--- config.mk ---
export PLATFORM = sky130hd
export DESIGN_NAME = microwire_eeprom_master_core
export DESIGN_NICKNAME = d
export VERILOG_FILES = /design/src/mwe_pkg.sv /design/src/mwe_step.sv /design/src/microwire_eeprom_master_core.sv
export SDC_FILE = /design/constraint.sdc
export NUM_CORES = 1
export LEC_CHECK = 0
export BUFFER_PORTS_ARGS = -buffer_cell sky130_fd_sc_hd__buf_4
export CORE_ASPECT_RATIO = 1.2
export CORE_MARGIN = 1.5
export CORE_UTILIZATION = 45
export DETAILED_ROUTE_END_ITERATION = 10
export PLACE_DENSITY = 0.63
export SYNTH_ARGS = -nofsm -noshare
export SYNTH_HDL_FRONTEND = slang
export SYNTH_SLANG_ARGS = --single-unit
export TNS_END_PERCENT = 10
--- constraint.sdc ---
create_clock -name aclk -period 6 [get_ports aclk]
set_clock_uncertainty 0.2 [all_clocks]
set_input_delay 1.2 -clock aclk [delete_from_list [all_inputs] [get_ports aclk]]
set_output_delay 1.2 -clock aclk [all_outputs]
set_load 0.03 [all_outputs]
--- src/mwe_pkg.sv ---
// shared types and constants for the microwire eeprom master
// no dependencies; imported by mwe_step, microwire_eeprom_master_core, mwe_checker and tb
`timescale 1ns / 1ps
`default_nettype none

package mwe_pkg;

    // sequencer phases, one-hot
    typedef enum logic [7:0] {
        PH_IDLE       = 8'b0000_0001,
        PH_SEND_READ  = 8'b0000_0010,
        PH_SEND_WRITE = 8'b0000_0100,
        PH_SEND_EWEN  = 8'b0000_1000,
        PH_SEND_EWDS  = 8'b0001_0000,
        PH_RECV       = 8'b0010_0000,
        PH_GAP        = 8'b0100_0000,
        PH_POLL       = 8'b1000_0000
    } phase_t;

    // request modes
    localparam logic [2:0] MODE_READ  = 3'd1;
    localparam logic [2:0] MODE_WRITE = 3'd2;
    localparam logic [2:0] MODE_EWEN  = 3'd3;
    localparam logic [2:0] MODE_EWDS  = 3'd4;

    // opcodes
    localparam logic [1:0] OP_READ  = 2'b10;
    localparam logic [1:0] OP_WRITE = 2'b01;
    localparam logic [1:0] OP_CTRL  = 2'b00;

    // status codes
    localparam logic [1:0] ST_OK          = 2'd0;
    localparam logic [1:0] ST_NOT_ENABLED = 2'd1;
    localparam logic [1:0] ST_TIMEOUT     = 2'd2;

    // configuration register indexes
    localparam logic [1:0] CFG_LONG_MODE     = 2'd0;
    localparam logic [1:0] CFG_POLL_LIMIT    = 2'd1;
    localparam logic [1:0] CFG_POLL_INTERVAL = 2'd2;

    // reset values of the configuration registers
    localparam logic        LONG_MODE_RST     = 1'b1;
    localparam logic [7:0]  POLL_LIMIT_RST    = 8'd20;
    localparam logic [15:0] POLL_INTERVAL_RST = 16'd1000;

    localparam int SHIFT_W = 26;

    typedef struct packed {
        phase_t               phase;
        logic [SHIFT_W-1:0]   shift_word;
        logic [4:0]           bits_left;
        logic [15:0]          read_accum;
        logic                 write_enabled;
        logic [7:0]           poll_count;
        logic [15:0]          interval_count;
    } seq_state_t;

    typedef struct packed {
        logic        long_mode;
        logic [7:0]  poll_limit;
        logic [15:0] poll_interval;
    } seq_cfg_t;

    typedef struct packed {
        logic [2:0]  mode;
        logic [6:0]  address;
        logic [15:0] write_data;
        logic        do_level;
    } slot_in_t;

    typedef struct packed {
        logic [15:0] read_data;
        logic [1:0]  status;
        logic        done_res;
        logic        busy_res;
        logic        serial_out;
        logic        clock_pulse;
        logic        chip_select;
    } slot_out_t;

endpackage

`default_nettype wire

--- src/mwe_step.sv ---
// next-state and slot output logic of the microwire sequencer
// depends on mwe_pkg
`timescale 1ns / 1ps
`default_nettype none

module mwe_step
    import mwe_pkg::*;
(
    input  wire seq_state_t cur,
    input  wire seq_cfg_t   cfg,
    input  wire slot_in_t   slot,
    output seq_state_t      nxt,
    output slot_out_t       res
);

    always_comb begin
        logic [SHIFT_W-1:0] frame_rd;
        logic [SHIFT_W-1:0] frame_wr;
        logic [SHIFT_W-1:0] frame_en;
        logic [SHIFT_W-1:0] frame_ds;
        logic [4:0]         frame_len;
        logic [4:0]         bl_dec;

        nxt = cur;
        res = '0;

        // frames: start bit, opcode, address
        if (cfg.long_mode) begin
            frame_rd  = {17'd0, 1'b1, OP_READ,  slot.address[5:0]};
            frame_wr  = {1'b0, 1'b1, OP_WRITE, slot.address[5:0], slot.write_data};
            frame_en  = {17'd0, 1'b1, OP_CTRL, 6'h30};
            frame_ds  = {17'd0, 1'b1, OP_CTRL, 6'h00};
            frame_len = 5'd9;
        end else begin
            frame_rd  = {16'd0, 1'b1, OP_READ,  slot.address};
            frame_wr  = {8'd0, 1'b1, OP_WRITE, slot.address, slot.write_data[7:0]};
            frame_en  = {16'd0, 1'b1, OP_CTRL, 7'h60};
            frame_ds  = {16'd0, 1'b1, OP_CTRL, 7'h00};
            frame_len = 5'd10;
        end

        // command start
        if (cur.phase == PH_IDLE) begin
            unique case (slot.mode)
                MODE_READ: begin
                    nxt.shift_word = frame_rd |
                        (cfg.long_mode ? SHIFT_W'(16) << 20 : SHIFT_W'(8) << 20);
                    nxt.bits_left  = frame_len;
                    nxt.read_accum = '0;
                    nxt.phase      = PH_SEND_READ;
                end
                MODE_WRITE: begin
                    if (!cur.write_enabled) begin
                        res.done_res = 1'b1;
                        res.status   = ST_NOT_ENABLED;
                    end else begin
                        nxt.shift_word = frame_wr;
                        nxt.bits_left  = cfg.long_mode ? 5'd25 : 5'd18;
                        nxt.phase      = PH_SEND_WRITE;
                    end
                end
                MODE_EWEN: begin
                    nxt.shift_word = frame_en;
                    nxt.bits_left  = frame_len;
                    nxt.phase      = PH_SEND_EWEN;
                end
                MODE_EWDS: begin
                    nxt.shift_word = frame_ds;
                    nxt.bits_left  = frame_len;
                    nxt.phase      = PH_SEND_EWDS;
                end
                default: ;
            endcase
        end

        bl_dec = nxt.bits_left - 5'd1;

        unique case (nxt.phase)
            PH_SEND_READ, PH_SEND_WRITE, PH_SEND_EWEN, PH_SEND_EWDS: begin
                res.chip_select = 1'b1;
                res.clock_pulse = 1'b1;
                if (nxt.bits_left != 5'd0 && nxt.bits_left <= 5'd26) begin
                    res.serial_out = nxt.shift_word[bl_dec];
                    nxt.bits_left  = bl_dec;
                end else begin
                    nxt.bits_left = '0;
                end
                if (nxt.bits_left == 5'd0) begin
                    priority case (nxt.phase)
                        PH_SEND_READ: begin
                            nxt.bits_left = nxt.shift_word[24:20];
                            nxt.phase     = PH_RECV;
                        end
                        PH_SEND_WRITE: begin
                            nxt.poll_count     = '0;
                            nxt.interval_count = '0;
                            nxt.phase          = PH_GAP;
                        end
                        default: begin
                            nxt.write_enabled = (nxt.phase == PH_SEND_EWEN);
                            res.done_res      = 1'b1;
                            nxt.phase         = PH_IDLE;
                        end
                    endcase
                end
            end
            PH_RECV: begin
                res.chip_select = 1'b1;
                res.clock_pulse = 1'b1;
                nxt.read_accum  = {nxt.read_accum[14:0], slot.do_level};
                if (nxt.bits_left != 5'd0) begin
                    nxt.bits_left = bl_dec;
                end
                if (nxt.bits_left == 5'd0) begin
                    res.done_res  = 1'b1;
                    res.read_data = nxt.read_accum;
                    nxt.phase     = PH_IDLE;
                end
            end
            PH_GAP: begin
                nxt.phase = PH_POLL;
            end
            PH_POLL: begin
                res.chip_select = 1'b1;
                if (nxt.interval_count != 16'd0) begin
                    nxt.interval_count = nxt.interval_count - 16'd1;
                end else if (slot.do_level) begin
                    res.done_res = 1'b1;
                    nxt.phase    = PH_IDLE;
                end else if (nxt.poll_count >= cfg.poll_limit) begin
                    res.done_res = 1'b1;
                    res.status   = ST_TIMEOUT;
                    nxt.phase    = PH_IDLE;
                end else begin
                    nxt.poll_count     = nxt.poll_count + 8'd1;
                    nxt.interval_count = (cfg.poll_interval != 16'd0) ?
                                         cfg.poll_interval - 16'd1 : 16'd0;
                end
            end
            default: ;
        endcase

        res.busy_res = (nxt.phase != PH_IDLE);
    end

endmodule

`default_nettype wire

--- src/microwire_eeprom_master_core.sv ---
// microwire master for a 93c46 serial eeprom, one bit slot per transfer
// depends on mwe_pkg and mwe_step
//
// usage:
//   s_ channel: one transfer per serial bit slot. a transfer may start a
//   command (read, write, write enable, write disable) while the block is
//   idle; every transfer also carries the sampled DO level of the eeprom.
//   m_ channel: exactly one result transfer per input transfer, giving the
//   chip select, clock pulse and DI levels for the slot plus busy, done,
//   status and read data.
//   cfg channel: register writes (index 0 long_mode, 1 poll_limit,
//   2 poll_interval); always ready; the user must write it only while idle, the block does not enforce this.
// output: the result of a slot is registered and on m_ in the cycle after its transfer.
// throughput: one slot per cycle unless a pending result stalls; the sequencer state and the result
//   register update together in the cycle of the input transfer.
// reset: aresetn low puts the sequencer in idle with writes disabled and
//   loads the register defaults (16-bit mode, 20 polls, 1000 slot interval).
// stall: while m_tready is low with a result pending, s_tready drops; the
//   pending result and the sequencer state hold until it is taken.
`timescale 1ns / 1ps
`default_nettype none

module microwire_eeprom_master_core
    import mwe_pkg::*;
(
    input  wire        aclk,
    input  wire        aresetn,
    // input slot
    input  wire        s_tvalid,
    output logic       s_tready,
    // mode[2:0], address[9:3], write_data[25:10], do_level[26], zero pad
    input  wire [31:0] s_tdata,
    // slot result
    output logic       m_tvalid,
    input  wire        m_tready,
    // chip_select[0], clock_pulse[1], serial_out[2], busy_res[3],
    // done_res[4], status[6:5], read_data[22:7], zero pad
    output logic [23:0] m_tdata,
    // configuration writes
    input  wire        cfg_valid,
    output logic       cfg_ready,
    input  wire [1:0]  cfg_index,
    input  wire [15:0] cfg_data
);

    seq_state_t st_reg;
    seq_state_t st_next;
    seq_cfg_t   cfg_reg;
    slot_in_t   slot;
    slot_out_t  res_next;
    slot_out_t  res_reg;
    logic       m_tvalid_reg;
    logic       s_xfer;
    logic       m_xfer;

    // output register frees up when empty or being taken this cycle
    assign s_tready  = !m_tvalid_reg || m_tready;
    assign s_xfer    = s_tvalid && s_tready;
    assign m_xfer    = m_tvalid_reg && m_tready;
    assign m_tvalid  = m_tvalid_reg;
    assign m_tdata   = {1'b0, res_reg};
    assign cfg_ready = 1'b1;

    // unpack the input transfer
    assign slot.mode       = s_tdata[2:0];
    assign slot.address    = s_tdata[9:3];
    assign slot.write_data = s_tdata[25:10];
    assign slot.do_level   = s_tdata[26];

    mwe_step u_step (
        .cur  (st_reg),
        .cfg  (cfg_reg),
        .slot (slot),
        .nxt  (st_next),
        .res  (res_next)
    );

    // configuration registers
    always_ff @(posedge aclk) begin
        if (!aresetn) begin
            cfg_reg.long_mode     <= LONG_MODE_RST;
            cfg_reg.poll_limit    <= POLL_LIMIT_RST;
            cfg_reg.poll_interval <= POLL_INTERVAL_RST;
        end else if (cfg_valid) begin
            unique case (cfg_index)
                CFG_LONG_MODE:     cfg_reg.long_mode     <= cfg_data[0];
                CFG_POLL_LIMIT:    cfg_reg.poll_limit    <= cfg_data[7:0];
                CFG_POLL_INTERVAL: cfg_reg.poll_interval <= cfg_data;
                default: ;
            endcase
        end
    end

    // sequencer state advances once per accepted slot
    always_ff @(posedge aclk) begin
        if (!aresetn) begin
            st_reg.phase          <= PH_IDLE;
            st_reg.shift_word     <= '0;
            st_reg.bits_left      <= '0;
            st_reg.read_accum     <= '0;
            st_reg.write_enabled  <= 1'b0;
            st_reg.poll_count     <= '0;
            st_reg.interval_count <= '0;
        end else if (s_xfer) begin
            st_reg <= st_next;
        end
    end

    // result register, payload without reset
    always_ff @(posedge aclk) begin
        if (!aresetn) begin
            m_tvalid_reg <= 1'b0;
        end else if (s_xfer) begin
            m_tvalid_reg <= 1'b1;
        end else if (m_xfer) begin
            m_tvalid_reg <= 1'b0;
        end
    end

    always_ff @(posedge aclk) begin
        if (s_xfer) begin
            res_reg <= res_next;
        end
    end

    // busy flag of a fresh result matches the sequencer phase it left behind
    a_busy_phase: assert property (@(posedge aclk) disable iff (!aresetn)
        s_xfer |=> (res_reg.busy_res == (st_reg.phase != PH_IDLE)))
        else $error("busy flag disagrees with sequencer phase");

    // a finishing slot never leaves the block busy
    a_done_idle: assert property (@(posedge aclk) disable iff (!aresetn)
        m_tvalid_reg && res_reg.done_res |-> !res_reg.busy_res)
        else $error("done with busy set");

    // status and read data only appear on a done slot
    a_status_done: assert property (@(posedge aclk) disable iff (!aresetn)
        m_tvalid_reg && !res_reg.done_res |->
            (res_reg.status == ST_OK) && (res_reg.read_data == 16'd0))
        else $error("status or read data outside a done slot");

    // write enable flag only moves with an accepted slot
    a_we_stable: assert property (@(posedge aclk) disable iff (!aresetn)
        !s_xfer |=> $stable(st_reg.write_enabled))
        else $error("write enable changed without a slot transfer");

    // a stalled result holds until taken
    a_hold: assert property (@(posedge aclk) disable iff (!aresetn)
        m_tvalid_reg && !m_tready |=> m_tvalid_reg && $stable(res_reg))
        else $error("pending result changed while stalled");

endmodule

`default_nettype wire

### Word-level counts from Yosys, hierarchy flattened

Cells that the tools add are included.

* register bits: 128
* word-level logic and storage cells: 126

* bitwise logic cells: 2
* reductions and logical operators: 25
* multiplexer cells: 52
* equality and inequality tests: 22
* magnitude comparators: 3
* add/sub/neg operators: 4

Operators by type and width (count)
* $pmux W39 S4: 1
* $mux W24: 4
* $mux W55: 1
* $mux W25: 2
* $mux W16: 3
* $mux W8: 6
* $pmux W24 S2: 1
* $mux W39: 1
* $pmux W8 S4: 1
* $reduce_bool A16 Y1: 2
* $sub A16 B1 Y16 const B: 2
* $mux W10: 3
* $mux W5: 6
* $or A10 B26 Y26: 1
* $mux W15: 1
* $pmux W7 S2: 1
* $logic_not A5 Y1: 2
* $mux W2: 5
* $pmux W5 S2: 1
* $reduce_and A2 Y1: 5
* $mux W1: 9
* $mux W3: 3
* $add A8 B1 Y8 const B: 1
* $eq A8 B1 Y1 const B: 1
* 37 further kinds: 45

### Depth between registers and ports, before layout

* depth in word-level cells: 12
* mapped depth: 16
* mapped depth without buffers: 11

### By module

Synthesis repeated with hierarchy kept, for this count alone.

* cells, all modules: 1068
* area total of the unflattened synthesis: 8637.0 um^2

By module, submodules not included
* microwire_eeprom_master_core: cells an instance 479, area each 4941.0 um^2, times used 1, sequential area each 2812.7 um^2
* mwe_step: cells an instance 589, area each 3696.0 um^2, times used 1, sequential area each 0.0 um^2

### Worst setup path before layout

No wires, ideal clock.

* kind: in2reg
* start point: in s_tdata[2]
* end point: reg st_reg[0] in the netlist's numbering
* buffers on the path: 6
* slack: 0.954 ns
* arrival: 4.729 ns
* cell stages on the path: 16
* required time: 5.683 ns
* cells stage by stage: clkbuf_1 -> nor3_1 -> or4_1 -> buf_2 -> o41a_1 -> buf_6 -> clkinv_4 -> buf_2 -> ha_1 -> clkbuf_1 -> inv_1 -> nor4_4 -> o211ai_1 -> buf_2 -> o211a_1 -> a22o_1

* cells in the longest elaborated chain, start to end: 10
* elaborated cells between the ends (all ways): 26
* classes of those cells: add/sub (1); order compare (1); eq/ne (13); mux (5); reduce/logical (6)

RTL lines
* from (decl): RTL line microwire_eeprom_master_core.sv:32 `input wire [31:0] s_tdata,`
* $eq A3 B3 Y1, or another cell as far along: RTL line mwe_step.sv:44 `unique case (slot.mode)`
* $pmux W39 S4 (*): RTL line mwe_step.sv:44
* $mux W55 (*): RTL line mwe_step.sv:43 `if (cur.phase == PH_IDLE) begin`
* $le A5 B5 Y1 or $reduce_bool A5 Y1 (tied branches): RTL line mwe_step.sv:82 `if (nxt.bits_left != 5'd0 && nxt.bits_left <= 5'd26) begin`
* $logic_and A1 B1 Y1: RTL line mwe_step.sv:82
* $mux W5: RTL line mwe_step.sv:82
* $mux W5: RTL line mwe_step.sv:78 `unique case (nxt.phase)`
* $logic_not A5 Y1: RTL line mwe_step.sv:88 `if (nxt.bits_left == 5'd0) begin`
* $ne A2 B1 Y1 (no source line)
* $reduce_and A6 Y1 (no source line)
* to (signal assigned): RTL line microwire_eeprom_master_core.sv:105 `st_reg <= st_next;`
* to (decl): RTL line microwire_eeprom_master_core.sv:46 `seq_state_t st_reg;`

Mark *: on every way between the ends. The rest lies on a longest branch, timed or not. The select of a mux whose other input is x is not followed.
A chain may end at the register's enable or synchronous reset.

### Final worst setup path

* start point: reg st_reg[72] in the netlist's numbering
* end point: reg st_reg[11] in the netlist's numbering

* cells in the longest elaborated chain, start to end: 9
* elaborated cells between the ends (all ways): 24
* classes of those cells: add/sub (1); order compare (1); eq/ne (10); mux (6); reduce/logical (6)

RTL lines (RTL line)
* $eq A8 B1 Y1: mwe_step.sv:43
* $mux W55 (*): mwe_step.sv:43
* $le A5 B5 Y1 or $reduce_bool A5 Y1 (tied branches): mwe_step.sv:82
* $logic_and A1 B1 Y1: mwe_step.sv:82
* $mux W5: mwe_step.sv:82
* $mux W5: mwe_step.sv:78
* $logic_not A5 Y1: mwe_step.sv:88
* $ne A2 B1 Y1 (no source line)
* $reduce_and A6 Y1 (no source line)

Marked as above.

==> impl_metrics.csv <==
group,metric,value,unit
logic_synthesis,seq_area_frac_synth,38.2,%
die,rows,50,
clock_tree,cts_buffers,17,
sta,hold_viol,0,
sta,setup_tns,0,ps
critical_path,crit_path_max_fanout,12,
logic_synthesis,synth-seq-cells,128,
sta,setup_viol,0,
global_route,grt_max_degree,69,
logic_synthesis,netlist_area,7320,sq um
logic_synthesis,syn_nets,947,
drt,drc,0,
logic_synthesis,synthTopCellsByArea,"dfxtp_1 29%, edfxtp_1 9.4%, nor2_1 4.8%",
placement,dp_hpwl,14300,um
drt,wl_per_cell,17.8,um
logic_synthesis,yosysTopAreaCell,"dfxtp_1",
drt,via_per_inst,6.02,
placement,dpl.cell_count,1124,
final_layout,syn2layout_area_growth,17.5,%
critical_path,path_class,"register to register",
clock_tree,cts_tree,"yes",
sta,slew_viol_final,0,
sta,slew_headroom,28.0,%
logic_synthesis,async_reset_ff_share,0,%
die,dieArea,17000,sq um
critical_path,critPathArrivalTime,4920,ps
logic_synthesis,yosysTopAreaCellShare,28.7,%
drt,drt_iter0_drc,586,
clock_tree,post-cts-setup-buffers,0,
final_layout,n_antenna_cell,0,
global_route,grt_use_met2,42.1,%
die,core_area,15800,sq um
sta,rsz0062_at_grt,"no",
global_route,grt_pass1_vias,6478,
clock_tree,cts_resized,0,
clock_tree,clock_latency,430,ps
final_layout,largest_register_ffs,79,
logic_synthesis,synth_cells,880,
final_layout,drive_gt1_share,16.5,%
clock_tree,ctsHoldBuffers,0,
logic_synthesis,syn_area_per_cell,8.32,sq um
global_route,antenna_found_initial,0,
die,die_x,119,um
clock_tree,htreeDepth,4,
clock_tree,clockRootBuffer,"clkbuf_16",
final_layout,layoutNonFillerInstCount,1156,
die,die-height,143,um
sta,max_freq,208,MHz
drt,ant_nets,0,
sta,tightest_slew,1070,ps
global_route,use_met1,30.5,%
pwr,power.leakage,3.32,nW
global_route,grt_use_total,24.7,%
run,cap_violations,0,
critical_path,endpoint_kind,"register",
final_layout,layout.nets,1002,
run_status,status,"complete, no violations",
sta,min_period,4800,ps
logic_synthesis,yosysUniqueCellTypes,83,
global_route,grt_pass1_wl,33300,um
drt,routed_wirelength,20600,um
global_route,grt_util_met3,4.55,%
clock_tree,clk_pin_slew,60,ps
pwr,powerDensity,269,nW/um^2
drt,dr.pass1.iters,8,
logic_synthesis,synth_edf_count,23,
logic_synthesis,synthFlopType,"dfxtp_1",
sta,final.period_utilization,80.0,%
pwr,ir_drop,182,uV
clock_tree,clock-sinks,128,
drt,vias,6958,
global_route,grt_overflow,0,
logic_synthesis,yosys_warnings,0,
die,ios,82,
die,start_util,46.4,%
global_route,grt-busiest-layer,"met2",
placement,gp_congestion,0.896,
worst_hold_path,hp-class,"register to register",
critical_path,required,6120,ps
critical_path,startpoint_type,"register",
clock_tree,clockBufferDepth,2,
placement,portBuffers,74,
[cell type report]
class	count	area, sq um
clock buffer	18	429
clock inverter	14	119
fill	1563	7170
inverter	29	114
multi-input combinational	665	4180
sequential	128	2790
tap	208	260
timing repair buffer	94	706
[critical path, cell delays in order (launching register included)]
cell      delay, ps
dfxtp_1         470
or4b_1          680
nor4_1          750
a31oi_1         320
inv_1           300
ha_1            310
and4_1          300
a221o_1         300
o211ai_1        310
buf_4           270
o211a_1         260
a22o_1          230
[layout by cell type, fill, tap and decap left out, types with 11 or more instances in the layout]
cell type / synthesis / final
a211oi_1: 26 / 26
a21oi_1: 56 / 56
a22oi_1: 40 / 40
and2_1: 18 / 18
buf_4: 2 / 94
clkbuf_16: 0 / 17
dfxtp_1: 105 / 105
edfxtp_1: 23 / 23
ha_1: 12 / 12
inv_1: 27 / 25
mux2i_1: 20 / 20
nand2_1: 92 / 92
nand3_1: 26 / 26
nor2_1: 93 / 93
nor3_1: 36 / 36
o211ai_1: 11 / 11
o21ai_0: 28 / 28
[cells by family (layout without fill, tap and decap cells)]
family	after synthesis	count (layout)	share of synthesized area [%]
and+or+nand+nor	357	357	24.5
AOI/OAI and AO/OA	254	254	24.5
DFF	128	128	38.2
buffers and inverters	87	155	4.85
muxes	25	25	3.97
xor gates and xnor gates	15	15	1.79
adders and majority gates	12	12	2.05
other	2	2	0.103
[worst paths after layout]
path / slack [ps] / start / cells after the start / to
min: 280 / st_reg[15] / 2 / st_reg[15]
max reg2reg: 1200 / st_reg[72] / 11 / st_reg[11]
max: 1200 / st_reg[72] / 11 / st_reg[11]
min reg2reg: 280 / st_reg[15] / 2 / st_reg[15]
[report_power, final]
| part | switching [mW] | leakage (nW) | internal (mW) |
|---|---|---|---|
| logic | 0.277 | 1.98 | 0.156 |
| registers | 0.0167 | 1.08 | 0.903 |
| clock network | 0.397 | 0.262 | 0.567 |
[metal layers]
layer | wire (um) | share of wire (%)
met1 | 8820 | 43
met2 | 10000 | 49
met3 | 1140 | 5.5
met4 | 630 | 3.1
met5 | 0 | 0
[cell usage after synthesis (4+ instances only)]
library cell	number
dfxtp_1	105
nor2_1	93
nand2_1	92
a21oi_1	56
clkbuf_1	41
a22oi_1	40
nor3_1	36
o21ai_0	28
inv_1	27
a211oi_1	26
nand3_1	26
edfxtp_1	23
mux2i_1	20
and2_1	18
ha_1	12
o211ai_1	11
a32oi_1	10
nand3b_1	10
o22ai_1	10
or3_1	10
xnor2_1	10
nand4_1	9
a31oi_1	8
buf_1	7
buf_2	7
nor4_1	7
o2111ai_1	7
nand2b_1	6
nor3b_1	6
o41ai_1	6
or2_2	6
or4_1	6
and3_1	5
nor2b_1	5
xor2_1	5
a221o_1	4
a22o_1	4
nor4b_1	4
o211a_1	4
[per-stage QoR]
stage	hold WS (ps)	instance area, sq um	worst slack, ps	total power [mW]	utilization (%)
finish	281	8600	1200	2.32	54.5
global route	293	8600	892	2.41	54.5
CTS	282	8600	1260	2.33	54.5
detailed placement	270	8050	811	1.36	51.1
global placement	265	8050	853	1.36	51.1
floorplan	247	7320	954	1.23	-
Power figures use the tool's default switching activity.
